<file path="src/rtl/core/prcc_side_mul.sv">
`default_nettype none

module prcc_side_mul #(
	parameter int COORD_WIDTH = 17,
	localparam int DW = COORD_WIDTH + 1,
	localparam int PW = 2 * DW
) (
	input  wire                           clk,
	input  wire                           load,
	input  wire signed  [COORD_WIDTH-1:0] c_x,
	input  wire signed  [COORD_WIDTH-1:0] c_y,
	input  wire signed  [COORD_WIDTH-1:0] d_x,
	input  wire signed  [COORD_WIDTH-1:0] d_y,
	input  wire signed  [COORD_WIDTH-1:0] a_x,
	input  wire signed  [COORD_WIDTH-1:0] a_y,
	input  wire signed  [COORD_WIDTH-1:0] b_x,
	input  wire signed  [COORD_WIDTH-1:0] b_y,
	output logic signed [PW-1:0]          prod_a_xy_s2,
	output logic signed [PW-1:0]          prod_a_yx_s2,
	output logic signed [PW-1:0]          prod_b_xy_s2,
	output logic signed [PW-1:0]          prod_b_yx_s2
);

	logic signed [DW-1:0] u_x, u_y;
	logic signed [DW-1:0] va_x, va_y, vb_x, vb_y;

	// side direction d-c, and each endpoint relative to d
	assign u_x  = {d_x[COORD_WIDTH-1], d_x} - {c_x[COORD_WIDTH-1], c_x};
	assign u_y  = {d_y[COORD_WIDTH-1], d_y} - {c_y[COORD_WIDTH-1], c_y};
	assign va_x = {a_x[COORD_WIDTH-1], a_x} - {d_x[COORD_WIDTH-1], d_x};
	assign va_y = {a_y[COORD_WIDTH-1], a_y} - {d_y[COORD_WIDTH-1], d_y};
	assign vb_x = {b_x[COORD_WIDTH-1], b_x} - {d_x[COORD_WIDTH-1], d_x};
	assign vb_y = {b_y[COORD_WIDTH-1], b_y} - {d_y[COORD_WIDTH-1], d_y};

	always_ff @(posedge clk) begin
		if (load) begin
			prod_a_xy_s2 <= u_x * va_y;
			prod_a_yx_s2 <= u_y * va_x;
			prod_b_xy_s2 <= u_x * vb_y;
			prod_b_yx_s2 <= u_y * vb_x;
		end
	end

endmodule

`default_nettype wire

</file>
<file path="config.mk">
export PLATFORM = sky130hd
export DESIGN_NAME = prcc_side_mul
export DESIGN_NICKNAME = d
export VERILOG_FILES = /design/src/rtl/core/prcc_side_mul.sv
export SDC_FILE = /design/constraint.sdc
export NUM_CORES = 2
export LEC_CHECK = 0
export BUFFER_PORTS_ARGS = -buffer_cell sky130_fd_sc_hd__buf_2
export CORE_AREA = 10 10 230 451
export DETAILED_ROUTE_END_ITERATION = 7
export DIE_AREA = 0 0 240 461
export GPL_ROUTABILITY_DRIVEN = 0
export HOLD_SLACK_MARGIN = 0.03
export PLACE_DENSITY = 0.8
export SYNTH_ARGS = -nofsm -noshare
export SYNTH_HDL_FRONTEND = slang
export SYNTH_SLANG_ARGS = --single-unit
</file>
<file path="constraint.sdc">
create_clock -name clk -period 9.65 [get_ports clk]
set_input_delay 1.93 -clock clk [delete_from_list [all_inputs] [get_ports clk]]
set_output_delay 1.93 -clock clk [all_outputs]
set_load 0.02 [all_outputs]
</file>
After elaboration in Yosys (flattened, before gate mapping)
Index checks and enable logic that the tools add are counted.
{ "word_totals": {"reg_bits": 144, "output_inout_bits": 144, "elab_cells": 14} }
{ "classes": {"add_sub_neg": 6, "mul": 4} }
{ "op_table": {"columns": ["cell", "count"], "rows": [
  ["multiplier 18 x 18 -> 36 bit", 4],
  ["subtractor 17 x 17 -> 18 bit", 6]
]} }

Logic depth before layout (Yosys ltp)
{ "logic_depth": {"word_depth": 2, "mapped_depth": 38, "ltp_nobuf": 37} }

Worst setup path after synthesis
No wires, ideal clock.
{ "synth_path": {"kind": "input-to-reg", "startpoint": "input d_y[0]", "endpoint": "register prod_b_yx_s2[34] (data pin)", "setup_ns": 0.269, "arrival_time_ns": 9.848, "path_slack_ns": -0.466, "stages": 33, "path_cell_list": "inv_1 > ha_1 > inv_1 > fa_1 > a21o_1 > a21oi_2 > nand2b_1 > a21oi_1 > a41o_1 > or2_2 > xor2_1 > clkbuf_1 > clkbuf_1 > nand2_1 > fa_1 > inv_1 > fa_1 > inv_1 > fa_1 > fa_1 > inv_1 > fa_1 > fa_1 > ha_1 > a21oi_1 > o21ai_0 > a22o_1 > o211a_1 > o311a_1 > a41oi_1 > nor2b_1 > o31ai_1 > xor2_1"} }
{ "synth_via": {"elab_chain_len": 2} }
{ "synth_lines": {"columns": ["element", "line", "source"], "rows": [
  ["start: declaration", "13", "input wire signed [COORD_WIDTH-1:0] d_y,"],
  ["subtractor 17 x 17 -> 18 bit", "29", "assign u_y = {d_y[COORD_WIDTH-1], d_y} - {c_y[COORD_WIDTH-1], c_y};"],
  ["multiplier 18 x 18 -> 36 bit", "40", "prod_b_yx_s2 <= u_y * vb_x;"],
  ["end signal: assignment", "40", null],
  ["end: declaration", "21", "output logic signed [PW-1:0] prod_b_yx_s2"]
]} }
Every way passes these cells.
A chain may end at the register's enable or synchronous reset.

Worst setup path after layout
{ "layout_path": {"startpoint": "input d_y[0]", "endpoint": "register prod_b_yx_s2[35] (data pin)"} }
Same word-level chain as after synthesis.

==> results_dict.tcl <==
set metrics [dict create \
    netlist.area_leader.share_pct 46.87 \
    largest_cells_by_area_after_synthesis "sky130_fd_sc_hd__fa_1 (47%), sky130_fd_sc_hd__ha_1 (11%), sky130_fd_sc_hd__inv_1 (10%)" \
    worst-setup-path-type "in -> reg" \
    placedCellCount 8301 \
    cp.arrival_ns 10.47 \
    cts_root_buf "sky130_fd_sc_hd__clkbuf_16" \
    cell_repeated_most_along_the_worst_path "sky130_fd_sc_hd__fa_1" \
    layout.nets 9116 \
    final_layout_size_suffix_gt1_share_pct 22.20 \
    post_drt_wl_per_cell_um 23.71 \
    cts_sinks 144 \
    die_width_um 240 \
    grt_busiest_layer "met2" \
    die-height_um 461 \
    setup.worst_path.start "d_y[0]" \
    ys_dominant_reg_cell "sky130_fd_sc_hd__edfxtp_1" \
    synth.net_count 8069 \
    place.port_buffers 281 \
    initial_antenna_violation_count 15 \
    cpPeakStageDelay_ns 0.66 \
    antenna_left 0 \
    number_of_synthesized_flops_with_an_enable_pin 144 \
    multi_input_comb_area_um2 47110 \
    grt_max_degree 58 \
    gr-usage-all-layers_pct 35.85 \
    ys_ff_latch 144 \
    route.vias.total 49555 \
    synth_cell_type_count 82 \
    first_pass_grt_wire_length_um 293400 \
    worstSetupStartpointType "input pin" \
    worstHoldPathType "in -> reg" \
    synth.largest_area_cell "sky130_fd_sc_hd__fa_1" \
    fp-row-count 161 \
    place_hpwl_um 157300 \
    global_route.usage.met1_pct 33.50 \
    violated_checks "design-rule violations, negative setup slack" \
    setup_viol 23 \
    htree_num_levels 4 \
    detail_route.drc_violations 2 \
    timing.critical_path.to_type "register" \
    cap_viol_max_count 0 \
    tightest_slew_ns 1.017 \
    layout_common_cells "sky130_fd_sc_hd__inv_1 (1526), sky130_fd_sc_hd__fa_1 (1270), sky130_fd_sc_hd__buf_4 (864), sky130_fd_sc_hd__nand2_1 (681), sky130_fd_sc_hd__nor2_1 (551)" \
    finalWirelength_um 199800 \
    timing.critical_path.max_delay_family "adder cells" \
    final-max-slew-violation-count 0 \
    hold_path.startpoint "load" \
    relSlewSlack_pct 31.75 \
    number_of_global_route_vias_before_repair 54443 \
    seqCellArea_um2 4324 \
    outcome "finished with violations" \
    design.core.area_um2 96290 \
    cts_made_buffers 17 \
    detail_route.first_pass.iterations 8 \
    holdBufCountCts 0 \
    cts_tree "built" \
    critical-path-slowest-cell "sky130_fd_sc_hd__fa_1" \
    synth.yosys.seq_area_share_pct 7.659 \
    postSynth.asyncResetShare_pct 0 \
    overflow 0 \
    critical_path_required_time_ns 9.99 \
    synth_cells 6135 \
    final-instance-count-excl-fill 8425 \
    crit_buf_inv 9 \
    setup_slack_ns -0.4831 \
    fillers 6511 \
    layout.cells.most_common "sky130_fd_sc_hd__inv_1" \
    postSynthAreaPerCell_um2 9.203 \
    finalHoldViolations 0 \
    synth.cell_area_um2 56460 \
    drt-vias-per-instance 5.882 \
    drtIter0Drc 4674 \
    worst-path-max-fanout 4 \
    clock_transition_at_the_register_clock_pins_on_the_worst_setup_and_hold_paths_after_cts_ns 0.10 \
    tns_ns -4.417 \
    top_level_ports 282 \
    synth_warnings 0 \
    use_met2_pct 60.22 \
    globalRouteMet3Util_pct 11.65 \
    fmax_mhz 98.69 \
    clockBufferDepth 2 \
    final_period_minus_worst_setup_slack_ns 10.13 \
    syn_to_final_growth_pct 20.98 \
    postLayoutCellArea_um2 68310 \
    post-route-period-util_pct 105.0 \
    detailed_place.area_um2 65570 \
    dieArea_um2 110600 \
    start_util_pct 58.64 \
    rsz_0062_raised_after_global_routing "true" \
]
flip-flops by register name, indices dropped and copies added, names as in the netlist:
name	flops
prod_b_yx_s2	36
prod_a_xy_s2	36
prod_a_yx_s2	36
prod_b_xy_s2	36
final timing paths:
check,to,slack (ns),cells past startpoint
worst max-delay path,prod_b_yx_s2[35]$_DFFE_PP_,-0.48,38
worst min-delay path,prod_a_yx_s2[28]$_DFFE_PP_,1.79,1
metal layers:
| metal | wire length [um] | part of all wire [%] | up-vias |
|---|---|---|---|
| li1 | - | - | 20269 |
| met1 | 53970 | 27 | 24315 |
| met2 | 97520 | 49 | 3392 |
| met3 | 24040 | 12 | 1565 |
| met4 | 24120 | 12 | 14 |
| met5 | 110 | 0.055 | - |
stage by stage:
step | worst slack, ns | util (%) | hold slack (ns)
final | -0.4831 | 70.94 | 1.791
after global routing | -0.6686 | 70.93 | 1.803
after CTS | -0.003067 | 68.99 | 1.771
after detailed placement | -0.9630 | 68.10 | 2.377
after global placement | -0.7498 | 68.10 | 2.376
after floorplan | -0.08381 | - | 2.043
synth_stat cells, types with 7 or more instances:
master	instances
sky130_fd_sc_hd__buf_1	10
sky130_fd_sc_hd__nand3_1	43
sky130_fd_sc_hd__or3_1	10
sky130_fd_sc_hd__and2_1	32
sky130_fd_sc_hd__nand4_1	13
sky130_fd_sc_hd__fa_1	1322
sky130_fd_sc_hd__a211oi_1	10
sky130_fd_sc_hd__o2111ai_1	7
sky130_fd_sc_hd__inv_1	1554
sky130_fd_sc_hd__edfxtp_1	144
sky130_fd_sc_hd__ha_1	474
sky130_fd_sc_hd__o21ai_1	11
sky130_fd_sc_hd__o211ai_1	9
sky130_fd_sc_hd__nand2_1	693
sky130_fd_sc_hd__xor2_1	81
sky130_fd_sc_hd__nand2b_1	172
sky130_fd_sc_hd__nor3_1	32
sky130_fd_sc_hd__buf_2	21
sky130_fd_sc_hd__clkbuf_1	136
sky130_fd_sc_hd__xor2_2	7
sky130_fd_sc_hd__xnor2_1	182
sky130_fd_sc_hd__nor2_1	571
sky130_fd_sc_hd__a21o_1	79
sky130_fd_sc_hd__a21boi_0	7
sky130_fd_sc_hd__nor2b_1	52
sky130_fd_sc_hd__a31oi_1	10
sky130_fd_sc_hd__a21oi_1	154
sky130_fd_sc_hd__buf_4	7
sky130_fd_sc_hd__o21a_1	29
sky130_fd_sc_hd__o21ai_0	72
sky130_fd_sc_hd__or2_2	41
sky130_fd_sc_hd__and3_1	12
sky130_fd_sc_hd__o21bai_1	18
sky130_fd_sc_hd__nand2_2	10
layout make-up:
type	instances	share of cell area, %
diodes	8	0.02931
clock buffers	17	0.6228
clock inverters	15	0.1978
inverters	1554	8.567
multi-input cells	4258	68.96
flip-flops and latches	144	6.330
well taps	1222	2.238
repair buffers	1207	13.05
repair_timing:
| action | in CTS | in global routing |
|---|---|---|
| buffers inserted | 12 | 71 |
| gates cloned | 1 | 2 |
| gates resized for setup | 43 | 306 |
| endpoints found under the setup margin | 26 | 53 |
| pin swaps | 22 | 236 |
logic make-up (layout without fill, tap and decap cells):
group | count (synthesis) | after routing | synth area share, %
AOI/OAI and AO/OA | 482 | 482 | 5.669
xor gates and xnor gates | 274 | 274 | 4.397
adders and majority gates | 1796 | 1796 | 57.38
buffers and inverters | 1733 | 2793 | 11.68
DFF | 144 | 144 | 7.659
muxes | 6 | 6 | 0.1108
other | 0 | 8 | 0
and+or+nand+nor | 1700 | 1700 | 13.11
Power is not shown: default switching activity piles up to over one toggle a cycle in this logic, so the estimate is an artifact.
