==> src/rtl/core/prcc_pkg.sv <==
`default_nettype none

package prcc_pkg;

	localparam int NUM_CORNERS     = 4;
	localparam int CFG_INDEX_WIDTH = 4;

	// register indexes of the corner file
	localparam logic [CFG_INDEX_WIDTH-1:0] CFG_CORNER0_X = 4'd0;
	localparam logic [CFG_INDEX_WIDTH-1:0] CFG_CORNER0_Y = 4'd1;
	localparam logic [CFG_INDEX_WIDTH-1:0] CFG_CORNER1_X = 4'd2;
	localparam logic [CFG_INDEX_WIDTH-1:0] CFG_CORNER1_Y = 4'd3;
	localparam logic [CFG_INDEX_WIDTH-1:0] CFG_CORNER2_X = 4'd4;
	localparam logic [CFG_INDEX_WIDTH-1:0] CFG_CORNER2_Y = 4'd5;
	localparam logic [CFG_INDEX_WIDTH-1:0] CFG_CORNER3_X = 4'd6;
	localparam logic [CFG_INDEX_WIDTH-1:0] CFG_CORNER3_Y = 4'd7;

	typedef struct packed {
		logic                       en;
		logic [CFG_INDEX_WIDTH-1:0] index;
	} cfg_wr_t;

endpackage

`default_nettype wire

==> src/rtl/core/prcc_cfg_regs.sv <==
`default_nettype none

module prcc_cfg_regs #(
	parameter int COORD_WIDTH = 17
) (
	input  wire                           clk,
	input  wire                           arst_n,
	input  wire prcc_pkg::cfg_wr_t        wr,
	input  wire        [COORD_WIDTH-1:0]  data,
	output logic signed [COORD_WIDTH-1:0] corner_x [prcc_pkg::NUM_CORNERS],
	output logic signed [COORD_WIDTH-1:0] corner_y [prcc_pkg::NUM_CORNERS]
);
	import prcc_pkg::*;

	logic signed [COORD_WIDTH-1:0] corner_x_q [NUM_CORNERS];
	logic signed [COORD_WIDTH-1:0] corner_y_q [NUM_CORNERS];

	always_ff @(posedge clk or negedge arst_n) begin
		if (!arst_n) begin
			for (int i = 0; i < NUM_CORNERS; i++) begin
				corner_x_q[i] <= '0;
				corner_y_q[i] <= '0;
			end
		end else if (wr.en) begin
			case (wr.index)
				CFG_CORNER0_X: corner_x_q[0] <= data;
				CFG_CORNER0_Y: corner_y_q[0] <= data;
				CFG_CORNER1_X: corner_x_q[1] <= data;
				CFG_CORNER1_Y: corner_y_q[1] <= data;
				CFG_CORNER2_X: corner_x_q[2] <= data;
				CFG_CORNER2_Y: corner_y_q[2] <= data;
				CFG_CORNER3_X: corner_x_q[3] <= data;
				CFG_CORNER3_Y: corner_y_q[3] <= data;
				default: ; // unused index, write dropped
			endcase
		end
	end

	assign corner_x = corner_x_q;
	assign corner_y = corner_y_q;

endmodule

`default_nettype wire

==> config.mk <==
export PLATFORM = sky130hd
export DESIGN_NAME = prcc_cfg_regs
export DESIGN_NICKNAME = d
export VERILOG_FILES = /design/src/rtl/core/prcc_pkg.sv /design/src/rtl/core/prcc_cfg_regs.sv
export SDC_FILE = /design/constraint.sdc
export NUM_CORES = 1
export LEC_CHECK = 0
export ABC_AREA = 1
export BUFFER_PORTS_ARGS = -buffer_cell sky130_fd_sc_hd__buf_2
export CAP_MARGIN = 40
export CORE_AREA = 3 3 142 144
export DETAILED_ROUTE_END_ITERATION = 8
export DIE_AREA = 0 0 145 147
export PLACE_DENSITY_LB_ADDON = 0.25
export SYNTH_ARGS = -nofsm -noshare
export SYNTH_HDL_FRONTEND = slang
export SYNTH_SLANG_ARGS = --single-unit
==> constraint.sdc <==
create_clock -name clk -period 0.8 [get_ports clk]
set_input_delay 0.12 -clock clk [delete_from_list [all_inputs] [get_ports clk]]
set_output_delay 0.12 -clock clk [all_outputs]
set_load 0.005 [all_outputs]
* After elaboration in Yosys (flattened, before gate mapping)
Cells that the tools add are included.
Storage, ports and cells: register bits after elaboration 136, bits of input ports 24, output and inout bits 136, word-level logic and storage cells 24
Cells by class: eq/ne operators 7, reductions and logical operators 9
Operators with widths (number):
- $eq A4 B3 Y1 const B | 4
- $reduce_and A2 Y1 | 8
- $eq A4 B2 Y1 const B | 2
- $eq A4 B1 Y1 const B | 1
- $logic_not A4 Y1 | 1

* Logic depth before layout (Yosys ltp)
depth after elaboration 2, mapped depth 7, gate-level depth less buffers 5

* Worst setup path after synthesis
OpenSTA, ideal clock, no wires.
kind input port to flip-flop, from input wr[1] (netlist name), to register corner_x_q (netlist bit corner_x[58]), library setup time 0.117 ns, arrival time 0.822 ns, required time 0.683 ns, setup slack -0.139 ns, stages on the path 6, path buffers 2, cell sequence nor2_1 buf_4 nand3_2 buf_4 nand2_1 nand2_1
On the way: word-level cells in the longest chain between the ends 2
RTL lines:
- from (decl) | RTL line prcc_cfg_regs.sv:8 | input wire prcc_pkg::cfg_wr_t wr,
- $logic_not A4 Y1 | RTL line prcc_cfg_regs.sv:25 | case (wr.index)
- $reduce_and A2 Y1 (no line)
- to (decl) | RTL line prcc_cfg_regs.sv:15 | logic signed [COORD_WIDTH-1:0] corner_x_q [NUM_CORNERS];
No other way between the ends. A chain may end at the register's enable or synchronous reset.

* Worst setup path in the final report
from register corner_y_q (netlist bit corner_y[64]), to output corner_y[64] (netlist name)
RTL lines:
- from (decl) | RTL line prcc_cfg_regs.sv:16 | logic signed [COORD_WIDTH-1:0] corner_y_q [NUM_CORNERS];
- to (decl) | RTL line prcc_cfg_regs.sv:11 | output logic signed [COORD_WIDTH-1:0] corner_y [prcc_pkg::NUM_CORNERS]
No word-level cell between the ends.

==> results <==
- By count the netlist is led by sky130_fd_sc_hd__nand2_1, sky130_fd_sc_hd__dfrtp_1, sky130_fd_sc_hd__nand4_1.
- At the pin with the least slew margin, the transition time is 0.474 ns.
- The clock latency on the worst-skew pair is 0.42 ns.
- The number of enable flip-flop cells after synthesis is 0.
- The number of top-level design ports is 160.
- The wire length after detailed routing is 19.1 mm.
- The power per unit of standard cell area is 2690 nW/µm².
- 0 antenna diodes ended up in the layout.
- For flop-to-flop paths, the worst setup slack is -0.05 ns.
- The end of the worst register-to-register path is corner_y[40].
- The final reports fail on setup timing.
- The initial utilization of the core area, before any placement, comes to 30.1%.
- After technology mapping, the gate count stands at 637.
- The remaining design rule violation count is 0.
- The number of antenna violations at the first check in global routing is 0.
- The fraction of layout instances using a drive strength above 1 is 38.0%.
- The slowest stage of the critical path belongs to the cell sky130_fd_sc_hd__dfrtp_1.
- The startpoint of the lowest-slack register-to-register path is corner_y[40].
- After legalization and detailed placement, the total HPWL measured 12.6 mm.
- The endpoint required time on the critical path is 0.68 ns.
- The count of final hold-check violations is 0.
- The path category of the worst min-delay check is input port to async pin.
- IR analysis of the VDD net gives a maximum drop of 1.40 mV.
- STA classifies the critical path startpoint as a flip-flop.
- After detailed routing, the number of vias per cell comes to 4.48.
- After the first detailed-routing iteration, the DRC count stood at 290.
- The worst register-to-register path has a depth of 4.
- The critical path is of the flip-flop to primary output type.
- The final RePlAce weighted congestion is 0.734.
- Once routing completed, OpenROAD measured the worst setup slack at -0.287 ns.
- In the synthesized netlist the async set-or-reset flop fraction comes to 100%.
- Of all nets on the critical path, the largest fanout is 2.
- The relative slew slack is 68.3%.
- For this run, the share of the core covered by cells in the final layout is 44.6%.
- The number of max-slew violations in the final report came to 0.
- In this run, distinct cell masters in the synthesized netlist total 17.
- The tree built by TritonCTS fans out to 136 sinks.
- CTS built an H-tree with a depth of 4.
- The layout net count is 912.
- The finished cells cover 8390 µm².
- Counting I/O delays and the setup requirement, the final critical path takes 1.09 ns.
- STA puts the critical path data arrival time at 0.97 ns.
- The synthesis-to-layout area growth is 47.8%.
- Setup repair after global routing could not meet its margin everywhere.
- On the final layout, the worst hold slack is 0.0484 ns.
- After synthesis the netlist holds a flip-flop and latch count of 136.
- The most frequent cell after synthesis is sky130_fd_sc_hd__nand2_1.
- The largest net degree at the start of global routing is 57.
- The antenna violation net count after detailed routing is 0.
- The synthesized design spends more area on one cell type than any other, namely sky130_fd_sc_hd__dfrtp_1.
- The register clock-pin slew on the reported worst setup and hold paths is 0.06 ns.
- Ranked by total cell area, the synthesized netlist is headed by sky130_fd_sc_hd__dfrtp_1, sky130_fd_sc_hd__nand2_1, sky130_fd_sc_hd__nand4_1.
- Counting every net in the synthesized netlist gives 661.
- Across every metal layer, demand over resource in global routing totals 18.1%.
- The first global-routing pass estimated 30.1 mm of wire.
- On the final layout, the worst clock skew is 0 ns.
- The buffer and inverter count on the worst path is 1.
- The number of buffers between clock root and the deepest sink is 2.
- The port buffer count is 159.
- The number of violations of the max-capacitance limit is 0.
- The first detailed-routing pass ran for 5 iterations.
- The total core area is 18800 µm².
- In this run the cell area measured after placement is 7120 µm².
- The fill cell total of the finished layout is 1861.
- The die is 145 µm wide.
- Overall power consumption after layout is estimated at 22.6 mW.
- The number of global-route vias before repair is 5188.
- The delay of the slowest cell on the worst path is 0.40 ns.
- In the synthesized netlist the dominant register cell turns out to be sky130_fd_sc_hd__dfrtp_1.
- Summed over all layers, the global routing overflow is 0.
- After floorplanning, the core was divided into 50 placement rows.
- The final worst-path cycle share is 136%.
- Of the post-synthesis cell area, the dominant cell type holds 60.0%.
- The via count of the routed design is 5203.
- Walking the worst path, the cells encountered are buf_2.
- Setup violations remaining at the end of the flow were counted as 151.
- Dividing the detail-routed wire length by the instance count gives 16.4 µm.
- The die covers 21300 µm².
- The mapped netlist covers 5680 µm².
- Static timing analysis puts the maximum clock frequency at 920 MHz.
- In this run the mean area of a mapped cell was 8.91 µm².
- STA classifies the critical path endpoint as a primary output.
- The synthesis warning total is 0.
- The run finished, with violations left.
- For this run, the register share of the synthesized area comes to 60.0%.
- The leakage power total is 4.66 nW.
- TritonCTS created 17 clock buffers.
- Among cell families on the critical path, the largest total delay comes from flip-flops.
- The CTS tree is built.
- The tree is rooted in a sky130_fd_sc_hd__clkbuf_16.
- The worst slack at placement is -0.378 ns.
- The die is 147 µm tall.
## placed cells by master (no fill, tap or decap), drive strengths merged
cell and count:
dfrtp 136, dlygate4sd3 1, o21bai 17, clkbuf 18, clkinv 6, nor2 9
buf 280, nand2 329, inv 25, nand3 23, bufinv 3, clkinvlp 3
nand4 51
## metal layers
layer / part of all wire (%) / wire, µm / global-route usage [%]
met5: 0 / 0 / 0
met3: 7.2 / 1370 / 5.61
met4: 1.8 / 336 / 5.42
met1: 46 / 8760 / 25.1
met2: 45 / 8610 / 27.5
## logic make-up (layout without fill, tap and decap cells)
logic type | count (synthesis) | count (layout) | synth area share [%]
buffers and inverters | 72 | 336 | 6.15
flip-flops | 136 | 136 | 60.0
AO/OA/AOI/OAI | 17 | 17 | 2.25
AND/OR/NAND/NOR | 412 | 412 | 31.6
## layout make-up
| type | count | area, µm² | share of cell area [%] |
|---|---|---|---|
| sequential | 136 | 3400 | 40.6 |
| multi-input combinational | 429 | 1990 | 23.8 |
| timing repair buffer | 281 | 1960 | 23.4 |
| clock buffer | 18 | 429 | 5.12 |
| tap | 260 | 325 | 3.88 |
| clock inverter | 14 | 175 | 2.09 |
| inverter | 23 | 98.8 | 1.18 |
## power breakdown
group	internal [mW]	total (mW)	switching, mW
Sequential	8.31	9.12	0.808
Combinational	2.92	5.35	2.43
Clock	4.93	8.12	3.20
Total	16.2	22.6	6.44
## worst max path at each step
| stage | start | end | slack (ns) | cells after the start |
|---|---|---|---|---|
| floorplan | wr[2] | corner_x[58] | -0.11 | 5 |
| global placement | wr[3] | corner_y[29] | -0.35 | 6 |
| detailed placement | wr[3] | corner_y[18] | -0.38 | 6 |
| CTS | corner_y[64] | corner_y[64] | -0.32 | 1 |
| global route | corner_y[64] | corner_y[64] | -0.32 | 1 |
| finish | corner_y[64] | corner_y[64] | -0.29 | 1 |
## what timing repair did
action / in CTS / in global routing
pin swaps: 0 / 5
resized for setup: 0 / 16
setup endpoints to repair: 136 / 139
hold endpoints to repair: 136 / 0
hold buffers: 1 / 0
setup buffers: 42 / 40
## sequential cells by signal, indices dropped and copies added, names as in the netlist
register  count
corner_y     68
corner_x     68
## stage by stage
| stage | setup TNS (ns) | instances |
|---|---|---|
| after floorplan | -7.36 | 637 |
| after global placement | -40.46 | 1047 |
| after detailed placement | -41.20 | 1047 |
| after CTS | -36.76 | 1122 |
| after global routing | -40.25 | 1161 |
| final | -34.74 | 1161 |
Power figures use the tool's default switching activity.
