==> src/rtl/core/prcc_side_sign.sv <==
`default_nettype none

module prcc_side_sign #(
	parameter int COORD_WIDTH = 17,
	localparam int PW = 2 * (COORD_WIDTH + 1)
) (
	input  wire signed [PW-1:0] prod_a_xy,
	input  wire signed [PW-1:0] prod_a_yx,
	input  wire signed [PW-1:0] prod_b_xy,
	input  wire signed [PW-1:0] prod_b_yx,
	output logic                hit
);

	logic signed [PW:0] cross_a, cross_b;
	logic               pos_a, pos_b, zero_a, zero_b;

	assign cross_a = {prod_a_xy[PW-1], prod_a_xy} - {prod_a_yx[PW-1], prod_a_yx};
	assign cross_b = {prod_b_xy[PW-1], prod_b_xy} - {prod_b_yx[PW-1], prod_b_yx};

	assign zero_a = (cross_a == '0);
	assign zero_b = (cross_b == '0);
	assign pos_a  = !cross_a[PW] && !zero_a;
	assign pos_b  = !cross_b[PW] && !zero_b;

	// endpoints on opposite sides of the line, or one lying on it
	assign hit = (pos_a != pos_b) || zero_a || zero_b;

endmodule

`default_nettype wire

==> config.mk <==
export PLATFORM = sky130hd
export DESIGN_NAME = prcc_side_sign
export DESIGN_NICKNAME = d
export VERILOG_FILES = /design/src/rtl/core/prcc_side_sign.sv
export SDC_FILE = /design/constraint.sdc
export NUM_CORES = 1
export LEC_CHECK = 0
export BUFFER_PORTS_ARGS = -buffer_cell sky130_fd_sc_hd__buf_2
export CORE_ASPECT_RATIO = 0.6
export CORE_MARGIN = 1.5
export CORE_UTILIZATION = 35
export DETAILED_ROUTE_END_ITERATION = 10
export PLACE_DENSITY_LB_ADDON = 0.3
export SYNTH_ARGS = -nofsm -noshare
export SYNTH_HDL_FRONTEND = slang
export SYNTH_SLANG_ARGS = --single-unit
==> constraint.sdc <==
create_clock -name vclk -period 2.96
set_input_delay 0.148 -clock vclk [all_inputs]
set_output_delay 0.148 -clock vclk [all_outputs]
set_load 0.05 [all_outputs]
# Word-level counts from Yosys, hierarchy flattened
# Cells that the tools add are included.
[word_totals]
reg_bits = 0
inputBits = 144
output_inout_bits = 1
[op_classes]
addsub = 2
n_eq_ne = 1
n_reduce_logical = 10
[ops]
columns = ["operator", "n"]
rows = [
  ["$logic_not A37 Y1", 2],
  ["$sub A36 B36 Y37", 2],
  ["$logic_not A1 Y1", 4],
  ["$logic_and A1 B1 Y1", 2],
  ["$logic_or A1 B1 Y1", 2],
  ["$ne A1 B1 Y1", 1],
]

# Depth between registers and ports, before layout
# Gate-level depths: netlist (run 1).
[logic_depth]
word_depth = 7
mapped_depth = 13

# Worst setup path after synthesis (run 1)
# No wires, ideal clock.
[synth_timing]
kind = "input port to output port"
startpoint = "input prod_a_yx[17]"
endpoint = "output hit"
arrival_time_ns = 3.022
required_ns = 2.812
setup_slack_ns = -0.210
path_stages = 12
path_cell_list = "inv_1 -> ha_1 -> clkbuf_1 -> o2111ai_1 -> nor3_1 -> o2111ai_1 -> nor4_1 -> o211ai_1 -> or4_1 -> nor4_1 -> nand4_1 -> o21ai_1"
[synth_between]
elab_chain_len = 7
elab_cells_between_ends = 8
classes_between = "add/sub (1); eq/ne (1); reduce/logical (6)"
[synth_rtl]
columns = ["element", "line_no", "rtl"]
rows = [
  ["start, declared", "8", "input wire signed [PW-1:0] prod_a_yx,"],
  ["$sub A36 B36 Y37 *", "17", "assign cross_a = {prod_a_xy[PW-1], prod_a_xy} - {prod_a_yx[PW-1], prod_a_yx};"],
  ["$logic_not A37 Y1", "20", "assign zero_a = (cross_a == '0);"],
  ["$logic_not A1 Y1", "22", "assign pos_a = !cross_a[PW] && !zero_a;"],
  ["$logic_and A1 B1 Y1", "22", ""],
  ["$ne A1 B1 Y1", "26", "assign hit = (pos_a != pos_b) || zero_a || zero_b;"],
  ["$logic_or A1 B1 Y1 * (2 in series)", "26", ""],
  ["end, declared", "11", "output logic hit"],
]
# Every way passes the cells marked *; elsewhere a longest branch is shown, timed or not.

# Final worst setup path (run 1)
[layout_timing]
startpoint = "input prod_a_yx[9]"
endpoint = "output hit"
# Same word-level chain as after synthesis.

==> flow_summary.ini, run 1 <==
[critical_path]
critPathLaunchType = input port
cp-end-kind = output pin
crit_fanout = 4
path_class = in -> out
cp.arrival_ns = 3.12
required_ns = 2.81

[sta]
relSlewSlack_pct = 58.8
tns_ns = -0.306
timing.hold.ws_ns = 1.13
period_share_pct = 110
rsz0062_at_grt = true
fmax_mhz = 306
period_minus_slack_ns = 3.27
drv_slew = 0
setup_viol = 1
tightestPinTransition_ns = 0.603
final.setup.worst_slack_ns = -0.306
hold_violations = 0

[clock_network]
holdBufCountCts = 0

[die]
rows = 33
start_util_pct = 35.8
coreArea_um2 = 13700
die_width_um = 156
die_area_um2 = 14700
fp.dieH_um = 94.6
num_io_pins = 145

[routing]
drt-total-wl_um = 20000
first_pass_iters = 5
drtIter0Drc = 608
ant_nets = 0
detail_route.wl_per_cell_um = 15.6
num_vias = 6838
drc = 0
viasPerCell = 5.34

[run]
max_cap_viol_count = 0

[global_route]
grt.overflow.total = 0
groute.usage.overall_pct = 26.0
grt_pass1_vias = 5841
antenna_found_initial = 0
grt_max_degree = 12
grt_pass1_wl_um = 30700

[place]
placed_area_um2 = 7350
place_hpwl_um = 17200
portBuffers = 145
pre_cts_ws_ns = -0.495
place_congestion = 0.947

[cells_and_area]
post-route-util_pct = 56.7
area_growth_syn_to_layout_pct = 58.4
nets = 1306
final_layout_size_suffix_gt1_share_pct = 41.2
clockBufferCount = 0
design_area_um2 = 7750
nFillCells = 1321
seq_cell_count = 0
ff_latch_area_um2 = 0
insertedDiodeCount = 0

[run_status]
outcome = finished with violations
violations = negative setup slack

[pwr]
vdd_ir_drop_max_mv = 0.0811
powerDensity_nw_per_um2 = 225
power.leakage_uw = 0.00403

[min_path]
min-delay-start = prod_a_xy[21]
worstHoldPathType = in -> out
holdPathEnd = hit
min_path_cells = 7

[synthesis]
synthTopCellsByArea = ha_1, a21oi_1, inv_1, nand2_1, a21o_1
syn_area_um2 = 4900
syn_inst = 748
synth_nets = 964
yosys_warnings = 0
synth_top_area_cell = ha_1
synth_cell_types = 78
synth_top_area_share_pct = 18.4
postSynthAreaPerCell_um2 = 6.55
seq_area_frac_synth_pct = 0
synthesized netlist by cell type, drive strengths merged, types with 15 or more instances:
library cell  instances
inv                  89
nand2                75
a21oi                72
ha                   72
nor2                 46
o21ai                41
a21o                 23
nor3                 21
clkbuf               19
nand4                19
nand2b               18
nor2b                16
o21a                 15
power by group:
part / internal, µW / leakage [µW] / switching, µW / total [µW]
sequential: 0 / 0 / 0 / 0
combinational: 845 / 0.00403 / 903 / 1750
clock: 0 / 0 / 0 / 0
metal layers:
metal | share of wire [%] | global-route usage (%) | wire length [µm]
met5 | 0 | 0 | 0
met4 | 0.015 | 0.0794 | 3
met3 | 11 | 5.28 | 2270
met2 | 33 | 31.2 | 6600
met1 | 56 | 45.4 | 11100
cells in the final DEF (no fill, tap or decap), types with 19 or more instances in the layout:
cell and instances:
buf_2 144, nand2_1 71, a21oi_1 59, a21o_1 23, nor2_1 44, nand4_1 19, buf_4 222, ha_1 62
o21ai_0 29, inv_1 88
layout make-up:
class / instances / area [µm²] / area share (%)
multi-input cells: 630 / 4760 / 61.4
repair buffers: 369 / 2420 / 31.2
well taps: 192 / 240 / 3.10
inverters: 89 / 334 / 4.31
cell families after synthesis:
family | synth area share, %
adder cells (fa/ha/maj) | 18.4
AO/OA/AOI/OAI | 37.0
buffers and inverters | 9.81
AND/OR/NAND/NOR | 27.1
multiplexers | 3.35
XOR/XNOR | 4.29
stage by stage:
stage | instances | total power [µW]
2_1_floorplan | 748 | 873
3_3_place_gp | 1273 | 1580
3_5_place_dp | 1273 | 1590
4_1_cts | 1274 | 1650
5_1_grt | 1280 | 1880
6_report | 1280 | 1750
worst max-delay path by stage:
stage / to / start / cells past startpoint / slack (ns)
final: hit / prod_a_yx[9] / 15 / -0.31
after global routing: hit / prod_a_xy[1] / 14 / -0.35
after global placement: hit / prod_b_xy[13] / 13 / -0.48
after CTS: hit / prod_b_xy[1] / 13 / -0.21
after floorplan: hit / prod_a_yx[17] / 12 / 0.02
after detailed placement: hit / prod_b_xy[13] / 13 / -0.49
worst max-delay path: stages:
cell and delay (ns):
buf_2 0.08, inv_1 0.03, ha_2 0.37, o21a_1 0.13, nor2_1 0.06, a2111o_1 0.48, a21oi_2 0.21, o21bai_1 0.15
mux2i_2 0.33, o2111ai_2 0.21, nor4_2 0.30, buf_4 0.16, nand4_1 0.11, o21ai_2 0.17, buf_6 0.18
repair_timing:
action,CTS,global route
setup endpoints to repair,1,1
resized for setup,38,29
pin swaps,12,19
buffers inserted,1,6
hold endpoints to repair,0,0
Power figures use the tool's default switching activity.
==> inputs of run 2 (changes only) <==
--- a/config.mk
+++ b/config.mk
@@ -6,7 +6,7 @@
 export NUM_CORES = 1
 export LEC_CHECK = 0
 export BUFFER_PORTS_ARGS = -buffer_cell sky130_fd_sc_hd__buf_2
-export CORE_ASPECT_RATIO = 0.6
+export CORE_ASPECT_RATIO = 1.2
 export CORE_MARGIN = 1.5
 export CORE_UTILIZATION = 35
 export DETAILED_ROUTE_END_ITERATION = 10
==> run 2 against run 1 <==
The run still ends with negative setup slack left. Wire length is 3.8% lower. Total power grew 4.4%. First-iteration DRC count shrank 48%. Combinational power up 5%. Cell area up 5.7%. Global-route usage is 2.0 points lower. Die area shrank 0.14%. Non-clock buffer count unchanged. Clock-buffer cell count unchanged. Final cell count fell by 1.6%. Hold slack got worse by 0.057 ns.
==> flow_summary.ini, run 2 (synthesis gave the netlist of run 1 again) <==
[sta]
setup_viol = 1
drv_slew = 0
hold_violations = 0
rsz0062_at_grt = true
fmax_mhz = 320
period_minus_slack_ns = 3.13
timing.hold.ws_ns = 1.07
final.setup.worst_slack_ns = -0.166
tightestPinTransition_ns = 0.923
period_share_pct = 106
relSlewSlack_pct = 36.9

[routing]
detail_route.wl_per_cell_um = 15.3
ant_nets = 0
first_pass_iters = 5
drt-total-wl_um = 19200
dr_wl_met2_um = 10400
highest_layer = met4
num_vias = 7012
drtIter0Drc = 318
wl_met1_um = 7380
drc = 0
routed-wl-met3_um = 770
viasPerCell = 5.57

[critical_path]
required_ns = 2.81
cpPeakStageDelay_ns = 0.46
worstPathCellList = buf_2 -> ha_1 -> and4_1 -> o21a_4 -> o311ai_4 -> a21boi_2 -> or2_1 -> or4b_1 -> and3_4 -> nor4_4 -> a41oi_2 -> o21ai_2 -> buf_6
crit_buf_inv = 2
cp-end-kind = output pin
startpoint = prod_b_xy[4]
crit_family = simple AND/OR/NAND/NOR gates
crit_slowest_cell = or4b_1
critPathLaunchType = input port
crit_cells = 13
path_class = in -> out
cp.arrival_ns = 2.98
crit_fanout = 5

[die]
rows = 47
start_util_pct = 35.7
fp.dieH_um = 133
coreArea_um2 = 13700
num_io_pins = 145
die_width_um = 111
die_area_um2 = 14700

[pwr]
power.leakage_uw = 0.00410
vdd_ir_drop_max_mv = 0.195
powerDensity_nw_per_um2 = 223
fin_total_pwr_uw = 1830

[cells_and_area]
seq_cell_count = 0
clockBufferCount = 0
ff_latch_area_um2 = 0
final_cell_mix = buf_4, buf_2, inv_1
nFillCells = 1310
multiInputGateArea_um2 = 5190
area_growth_syn_to_layout_pct = 67.4
post-route-util_pct = 59.8
mostFrequentLayoutCell = buf_4
nets = 1306
fin_cells = 1260
final_layout_size_suffix_gt1_share_pct = 46.3

[min_path]
holdPathEnd = hit
min-delay-start = prod_a_xy[21]
min_path_cells = 7
worstHoldPathType = in -> out

[global_route]
antenna_found_initial = 1
groute.usage.overall_pct = 23.9
grt.overflow.total = 0
grt_max_degree = 12
grt_pass1_vias = 6798
grt_pass1_wl_um = 30000

[clock_network]
holdBufCountCts = 0

[run_status]
violations = negative setup slack
outcome = finished with violations

[place]
place_hpwl_um = 15800
dp_cells = 1244
place_congestion = 0.991
portBuffers = 145

[run]
max_cap_viol_count = 0
-- run 2: cell count changes in the layout (fill, tap and decap cells not counted), sizes merged --
cell | previous run | this run
diode | 0 | 1
-- run 2: area by class of cell --
type	count	area share [%]
repair buffers	369	29.9
diodes	1	0.0305
inverters	89	4.11
multi-input cells	630	63.4
well taps	171	2.61
-- run 2: worst max-delay path by stage --
| stage | endpoint |
|---|---|
| floorplan | hit |
| global placement | hit |
| detailed placement | hit |
| CTS | hit |
| global route | hit |
| finish | hit |
-- run 2: routing by layer --
layer  up-vias  global-route usage [%]
met5         -                       0
met4         0                    8.33
met3        50                    1.24
met2       206                    48.9
met1      3284                    25.5
li1       3472                       -
-- run 2: power breakdown --
group	switching (µW)	leakage (µW)	internal (µW)	total [µW]
sequential	0	0	0	0
clock	0	0.00000000634	0.0000452	0.0000452
combinational	924	0.00410	902	1830
total	924	0.00410	902	1830
-- run 2: per-stage QoR --
stage	worst slack (ns)	TNS, ns	cell area [µm²]
finish	-0.166	-0.166	8190
global route	-0.234	-0.234	8190
CTS	-0.116	-0.116	7660
global placement	-0.372	-0.372	7260
detailed placement	-0.377	-0.377	7260
floorplan	0.0169	0	4900
-- run 2: timing repair --
item                                    4_1_cts  5_1_grt
buffers inserted                              3       12
pin swaps                                    30       53
endpoints found under the setup margin        1        1
resized for setup                            69       82
